==> src/sv/round_robin_queue_expedite_top_defines.svh <==
// ----------------------------------------------------------------------------
// Assertion macros for the round-robin queue with expedite
// Immediate-implication and next-cycle-implication checks on the top level
// clock and reset. They compile away when SYNTHESIS is defined.
// ----------------------------------------------------------------------------
`ifndef ROUND_ROBIN_QUEUE_EXPEDITE_TOP_DEFINES_SVH
`define ROUND_ROBIN_QUEUE_EXPEDITE_TOP_DEFINES_SVH

`ifndef SYNTHESIS
`define RRQE_ASSERT_IMP(lbl, ante, cons, msg) \
    lbl: assert property (@(posedge i_clk) disable iff (!i_rst_n) (ante) |-> (cons)) \
        else $error(msg);
`define RRQE_ASSERT_NXT(lbl, ante, cons, msg) \
    lbl: assert property (@(posedge i_clk) disable iff (!i_rst_n) (ante) |=> (cons)) \
        else $error(msg);
`else
`define RRQE_ASSERT_IMP(lbl, ante, cons, msg)
`define RRQE_ASSERT_NXT(lbl, ante, cons, msg)
`endif

`endif

==> src/sv/rrqe_pkg.sv <==
`timescale 1ns / 1ps
// ----------------------------------------------------------------------------
// rrqe_pkg
// Types and codes shared by the queue segments and the top level.
// ----------------------------------------------------------------------------
package rrqe_pkg;

    localparam int unsigned SEG_CELLS = 32;

    localparam logic [1:0] CMD_SERVE    = 2'd0;
    localparam logic [1:0] CMD_EXPEDITE = 2'd1;
    localparam logic [1:0] CMD_RESTART  = 2'd2;

    localparam logic [2:0] ST_SERVED    = 3'd0;
    localparam logic [2:0] ST_EXPEDITED = 3'd1;
    localparam logic [2:0] ST_RESTARTED = 3'd2;
    localparam logic [2:0] ST_EMPTY     = 3'd3;
    localparam logic [2:0] ST_FULL      = 3'd4;

    typedef enum logic [1:0] {
        MODE_SERVE,
        MODE_MOVE,
        MODE_SEARCH,
        MODE_RESTART
    } t_mode;

    typedef struct packed {
        logic [1:0]  cmd;
        logic [31:0] client_id;
    } t_req;

    typedef struct packed {
        logic [31:0] served_id;
        logic [2:0]  status;
    } t_rsp;

    // Operation broadcast to every segment for the duration of a pass
    typedef struct packed {
        t_mode       mode;
        logic [31:0] id;
    } t_bcast;

    // Wavefront handed from one segment to the next
    typedef struct packed {
        logic        go;
        logic        found;
        logic        last_v;
        logic [31:0] last_d;
        logic [31:0] front_d;
    } t_link;

endpackage

==> src/sv/rrqe_seg.sv <==
`timescale 1ns / 1ps
// ----------------------------------------------------------------------------
// rrqe_seg
// One segment of the list: SEG_CELLS entries with valid bits. Updates its
// entries when the wavefront arrives and passes the wavefront on.
// ----------------------------------------------------------------------------
module rrqe_seg #(
    parameter int BASE = 0,
    parameter int CW   = 11
) (
    input  logic                 i_clk,
    input  logic                 i_rst_n,
    input  rrqe_pkg::t_bcast     i_bcast,
    input  logic [CW-1:0]        i_n,
    input  rrqe_pkg::t_link      i_link,
    output rrqe_pkg::t_link      o_link,
    input  logic [31:0]          i_next_d,
    input  logic                 i_next_v,
    output logic [31:0]          o_first_d,
    output logic                 o_first_v
);
    import rrqe_pkg::*;

    localparam bit IS_FRONT = (BASE == 0);

    logic [31:0]          r_d [SEG_CELLS];
    logic [SEG_CELLS-1:0] r_v;
    logic [31:0]          n_d [SEG_CELLS];
    logic [SEG_CELLS-1:0] n_v;
    logic [SEG_CELLS-1:0] w_match;
    logic [SEG_CELLS-1:0] w_before;
    logic [31:0]          w_front;
    t_link                r_link;

    assign w_front   = IS_FRONT ? r_d[0] : i_link.front_d;
    assign o_first_d = r_d[0];
    assign o_first_v = r_v[0];
    assign o_link    = r_link;

    always_comb begin
        logic [SEG_CELLS-1:0] below;
        logic [31:0]          left_d;
        logic [31:0]          right_d;
        logic                 left_v;
        logic                 right_v;
        logic [31:0]          idx;
        for (int k = 0; k < SEG_CELLS; k++) begin
            w_match[k] = r_v[k] && (r_d[k] == i_bcast.id);
        end
        for (int k = 0; k < SEG_CELLS; k++) begin
            below       = (SEG_CELLS'(1) << k) - SEG_CELLS'(1);
            w_before[k] = i_link.found | (|(w_match & below));
            left_d      = (k == 0) ? i_link.last_d : r_d[(k == 0) ? 0 : k - 1];
            left_v      = (k == 0) ? i_link.last_v : r_v[(k == 0) ? 0 : k - 1];
            right_d     = (k == SEG_CELLS - 1) ? i_next_d
                                               : r_d[(k == SEG_CELLS - 1) ? k : k + 1];
            right_v     = (k == SEG_CELLS - 1) ? i_next_v
                                               : r_v[(k == SEG_CELLS - 1) ? k : k + 1];
            idx         = 32'(BASE) + 32'(k);
            n_d[k]      = r_d[k];
            n_v[k]      = r_v[k];
            case (i_bcast.mode)
                MODE_SERVE: begin
                    // rotate left; the last valid entry takes the old front
                    if (r_v[k]) begin
                        n_d[k] = right_v ? right_d : w_front;
                    end
                end
                MODE_MOVE: begin
                    // shift right up to and including the matching entry
                    if (!w_before[k]) begin
                        n_d[k] = left_d;
                        n_v[k] = left_v;
                    end
                end
                MODE_RESTART: begin
                    n_v[k] = (idx < 32'(i_n));
                    n_d[k] = n_v[k] ? idx + 32'd1 : 32'd0;
                end
                default: begin
                end
            endcase
        end
    end

    always_ff @(posedge i_clk) begin
        if (!i_rst_n) begin
            r_v       <= '0;
            r_link.go <= 1'b0;
        end else begin
            r_link.go <= i_link.go;
            if (i_link.go) begin
                r_v <= n_v;
            end
        end
        if (i_link.go) begin
            for (int k = 0; k < SEG_CELLS; k++) begin
                r_d[k] <= n_d[k];
            end
            r_link.found   <= i_link.found | (|w_match);
            r_link.last_d  <= r_d[SEG_CELLS-1];
            r_link.last_v  <= r_v[SEG_CELLS-1];
            r_link.front_d <= w_front;
        end
    end

endmodule

==> config.mk <==
export PLATFORM = sky130hd
export DESIGN_NAME = rrqe_seg
export DESIGN_NICKNAME = d
export VERILOG_FILES = /design/src/sv/round_robin_queue_expedite_top_defines.svh /design/src/sv/rrqe_pkg.sv /design/src/sv/rrqe_seg.sv
export SDC_FILE = /design/constraint.sdc
export NUM_CORES = 2
export LEC_CHECK = 0
export BUFFER_PORTS_ARGS = -buffer_cell sky130_fd_sc_hd__buf_4
export CORE_ASPECT_RATIO = 0.9
export CORE_MARGIN = 5
export CORE_UTILIZATION = 50
export CTS_CLUSTER_SIZE = 12
export DETAILED_ROUTE_END_ITERATION = 7
export PLACE_DENSITY_LB_ADDON = 0.2
export SYNTH_ARGS = -nofsm -noshare
export SYNTH_HDL_FRONTEND = slang
export SYNTH_SLANG_ARGS = --single-unit
==> constraint.sdc <==
create_clock -name i_clk -period 9.5 [get_ports i_clk]
set_input_delay 1.9 -clock i_clk [delete_from_list [all_inputs] [get_ports i_clk]]
set_output_delay 1.9 -clock i_clk [all_outputs]
set_load 0.02 [all_outputs]
==> impl_results.md <==
* Setup tns final at 0 ns
* Final period utilization at 61.9%
* Logic pwr share at between 10% and 20%
* Residual DRC at 0
* Setup CP Type: input port to flip-flop
* Worst-Margin Slew at between 1 and 1.5 ns
* Clock slew at reported path FFs at 0.06 ns
* Die Area at around 0.15 sq mm
* Share of the synthesized area in the top cell type at between 40% and 50%
* Post-cts sizing count at 0
* Ports at 247
* PwrDens at 174 mW/mm^2
* Avg Cell Area, Syn at 10.6 sq um
* YS warnings at 0
* Via Count at 56922
* Hold-fix buffers, CTS at 0
* Worst-Skew Late Latency at 0.80 ns
* Largest net degree at the start of global routing at roughly 210
* Synth area leaders: edfxtp_1 47%, mux2i_1 13%, xor2_1 8.5%, o21ai_0 6.7%, nand2_1 5.4%
* Cells after synthesis at 6547
* Initial core utilization at about 50%
* Relative slew slack at around 15%
* Min Hold Slack at 0.526 ns
* Critical Path AT at around 6.3 ns
* CTS H-tree depth at 4
* CORE AREA at 0.139 sq mm
* Seq/Total Area, Yosys at 47.9%
* First drt pass iteration count at 6
* First-pass GRT wire length at 402 mm
* Post-synth cell types at 89
* Maximum clock path buffer count at 3
* Int Pwr at 9.32 mW
* Num CTS Buffers at 132
* Synthesized net count at approximately 6700
* Drt wl/cell at between 30 and 40 microns
* Clock power frac at a little under two fifths
* Fraction of registers with async set/reset at 0%
* Final Max Tran Viols at 0
* Clock sink count at between 1000 and 1500
* Leading area contributor after synthesis: edfxtp_1
* Initial antenna violation count at 16
* Max FO, Critical Path at 32
* Primary FF master, synth: edfxtp_1
* CP startpoint kind: input port
* Num rows at 130
* Vias in the first global route at 53808
* Final setup margin at 3.62 ns
* Post-Syn Area at about 0.070 sq mm
* Fin. Hold Viols at 0
* Placed Area at 0.0713 sq mm
* Peak VDD IR at 0.199 mV
* Critical path's slowest cell: a21oi_4
* TritonCTS clock tree: yes
* Type of the most critical hold path: flip-flop to flip-flop
* Pre-CTS worst setup slack at 3.00 ns
* PortBufs at ~210
* Nets at 6524
* Switching Fraction at 29.2%
* Setup crit end kind: flip-flop
* Post-CTS setup buffers at 0
* Crit path top cell by count: buf_4
* Die Y at 364 microns
* Net load switching power at 3.85 mW
* Outcome: finished, final reports clean
* Final ANT Viol Nets at 0
* Req. time, crit path at between 9 and 10 ns
* Grt total ovfl at 0
* DP Wirelength at approximately 190 mm
* Die Width at 404 microns
* Vias per std cell at 6.84
* Overall routing resource usage at 37.6%
* Drt total wl at 287 mm
* Max Fclk at roughly 0.17 GHz
* Max-Cap Viols at 0
* Placer Congestion at approximately 0.96
* Sequential share of power at 46.8%
* P_leak at roughly 25 nW
* Tmin final at between 5 and 6 ns
* Worst path cell trace: buf_4 -> buf_4 -> xor2_1 -> nor4_1 -> nand4_1 -> or4_1 -> o41a_1 -> nand4_4 -> nand3b_2 -> a21o_4 -> a21oi_4
* RSZ-0062 raised after global routing: false
* 1st-iter DRT viols at 9647
* Max stage delay on crit path at 0.96 ns
* Post-synth EDFFs at 1090
* Layout cells sized above 1 at 10.4%
* Root Buffer: clkbuf_16
* Total Power at 13.2 mW
* Post-route clock skew at 0.0396 ns
* Area Growth Syn to Fin at 8.22%
* Count of final setup violators at 0
* Yosys reg bits at between 1000 and 1500
* Post-route cell area at 0.0754 sq mm
## synthesized netlist by cell type, types with 50 or more instances
cell type  instances
clkbuf_1         425
buf_6             80
a21oi_1           62
nand4_1          109
nor4_1           180
buf_1             65
nand2_1         1010
edfxtp_1        1090
xnor2_1          347
nor2_1            50
xor2_1           673
o21ai_0          928
mux2i_1          919
## state kept, by name (all words and copies together) (netlist names)
signal	cells
r_v	32
r_d	1024
o_link	67
## final cells by class
| type | instances | area [sq um] |
|---|---|---|
| fillers | 12329 | 63600 |
| flip-flops and latches | 1123 | 33400 |
| multi-input cells | 4725 | 32700 |
| clock buffers | 177 | 3660 |
| repair buffers | 355 | 2750 |
| well taps | 1848 | 2310 |
| clock inverters | 55 | 465 |
| inverters | 40 | 150 |
| diodes | 5 | 12.5 |
## stage by stage
stage          cells  utilization, %
2_1_floorplan   6547               -
5_1_grt         8324            54.2
3_5_place_dp    8091            51.3
4_1_cts         8323            54.2
3_3_place_gp    8091            51.3
6_report        8328            54.2
## cell usage in the layout, fill, tap and decap left out, types with 52 or more instances in the layout
cell type	instances
edfxtp_1	1090
nand2_1	1008
o21ai_0	928
mux2i_1	919
xor2_1	673
buf_4	348
xnor2_1	347
nor4_1	179
clkbuf_16	138
nand4_1	109
a21oi_1	52
## worst max-delay path: cells and delay by family
kind | cells | cell delay, ns
buffers and inverters | 2 | 0.88
AND/OR/NAND/NOR | 5 | 1.11
XOR/XNOR | 1 | 0.41
AO/OA/AOI/OAI | 3 | 1.84
## power groups by stage
stage	registers [mW]	logic, mW	clock network [mW]
detailed placement	6.23	1.88	0
global placement	6.23	1.85	0
finish	6.16	1.95	5.05
global route	6.16	2.04	5.28
CTS	6.13	1.88	5.07
floorplan	6.08	1.29	0
## per-layer routing
layer	vias to the layer above	global-route usage (%)	part of all wire, %
met5	-	0	0.018
met4	8	13.1	3.9
met3	693	13.9	15
met2	4550	53.5	42
met1	28479	52.8	39
li1	23192	-	-
## kinds of logic (layout without fill, tap and decap cells)
| family | Yosys count | after routing | share of synthesized area (%) |
|---|---|---|---|
| simple gates | 1526 | 1526 | 9.95 |
| compound gates | 1211 | 1211 | 9.81 |
| flops | 1123 | 1123 | 47.9 |
| xor+xnor | 1020 | 1020 | 12.8 |
| mux | 968 | 968 | 14.0 |
| buf+inv | 699 | 627 | 5.54 |
| other cells | 0 | 5 | 0 |
## worst paths after layout
check                            startpoint          end  slack [ns]  cells past startpoint
worst max-delay path             i_bcast[0]  r_d[1][241]        3.62                     11
worst min-delay path            r_d[1][487]   o_link[39]        0.53                      0
worst max register to register    r_d[0][7]  r_d[1][241]        4.99                     10
worst min register to register  r_d[1][487]   o_link[39]        0.53                      0
Note: power is estimated with default switching activity, not from simulation.
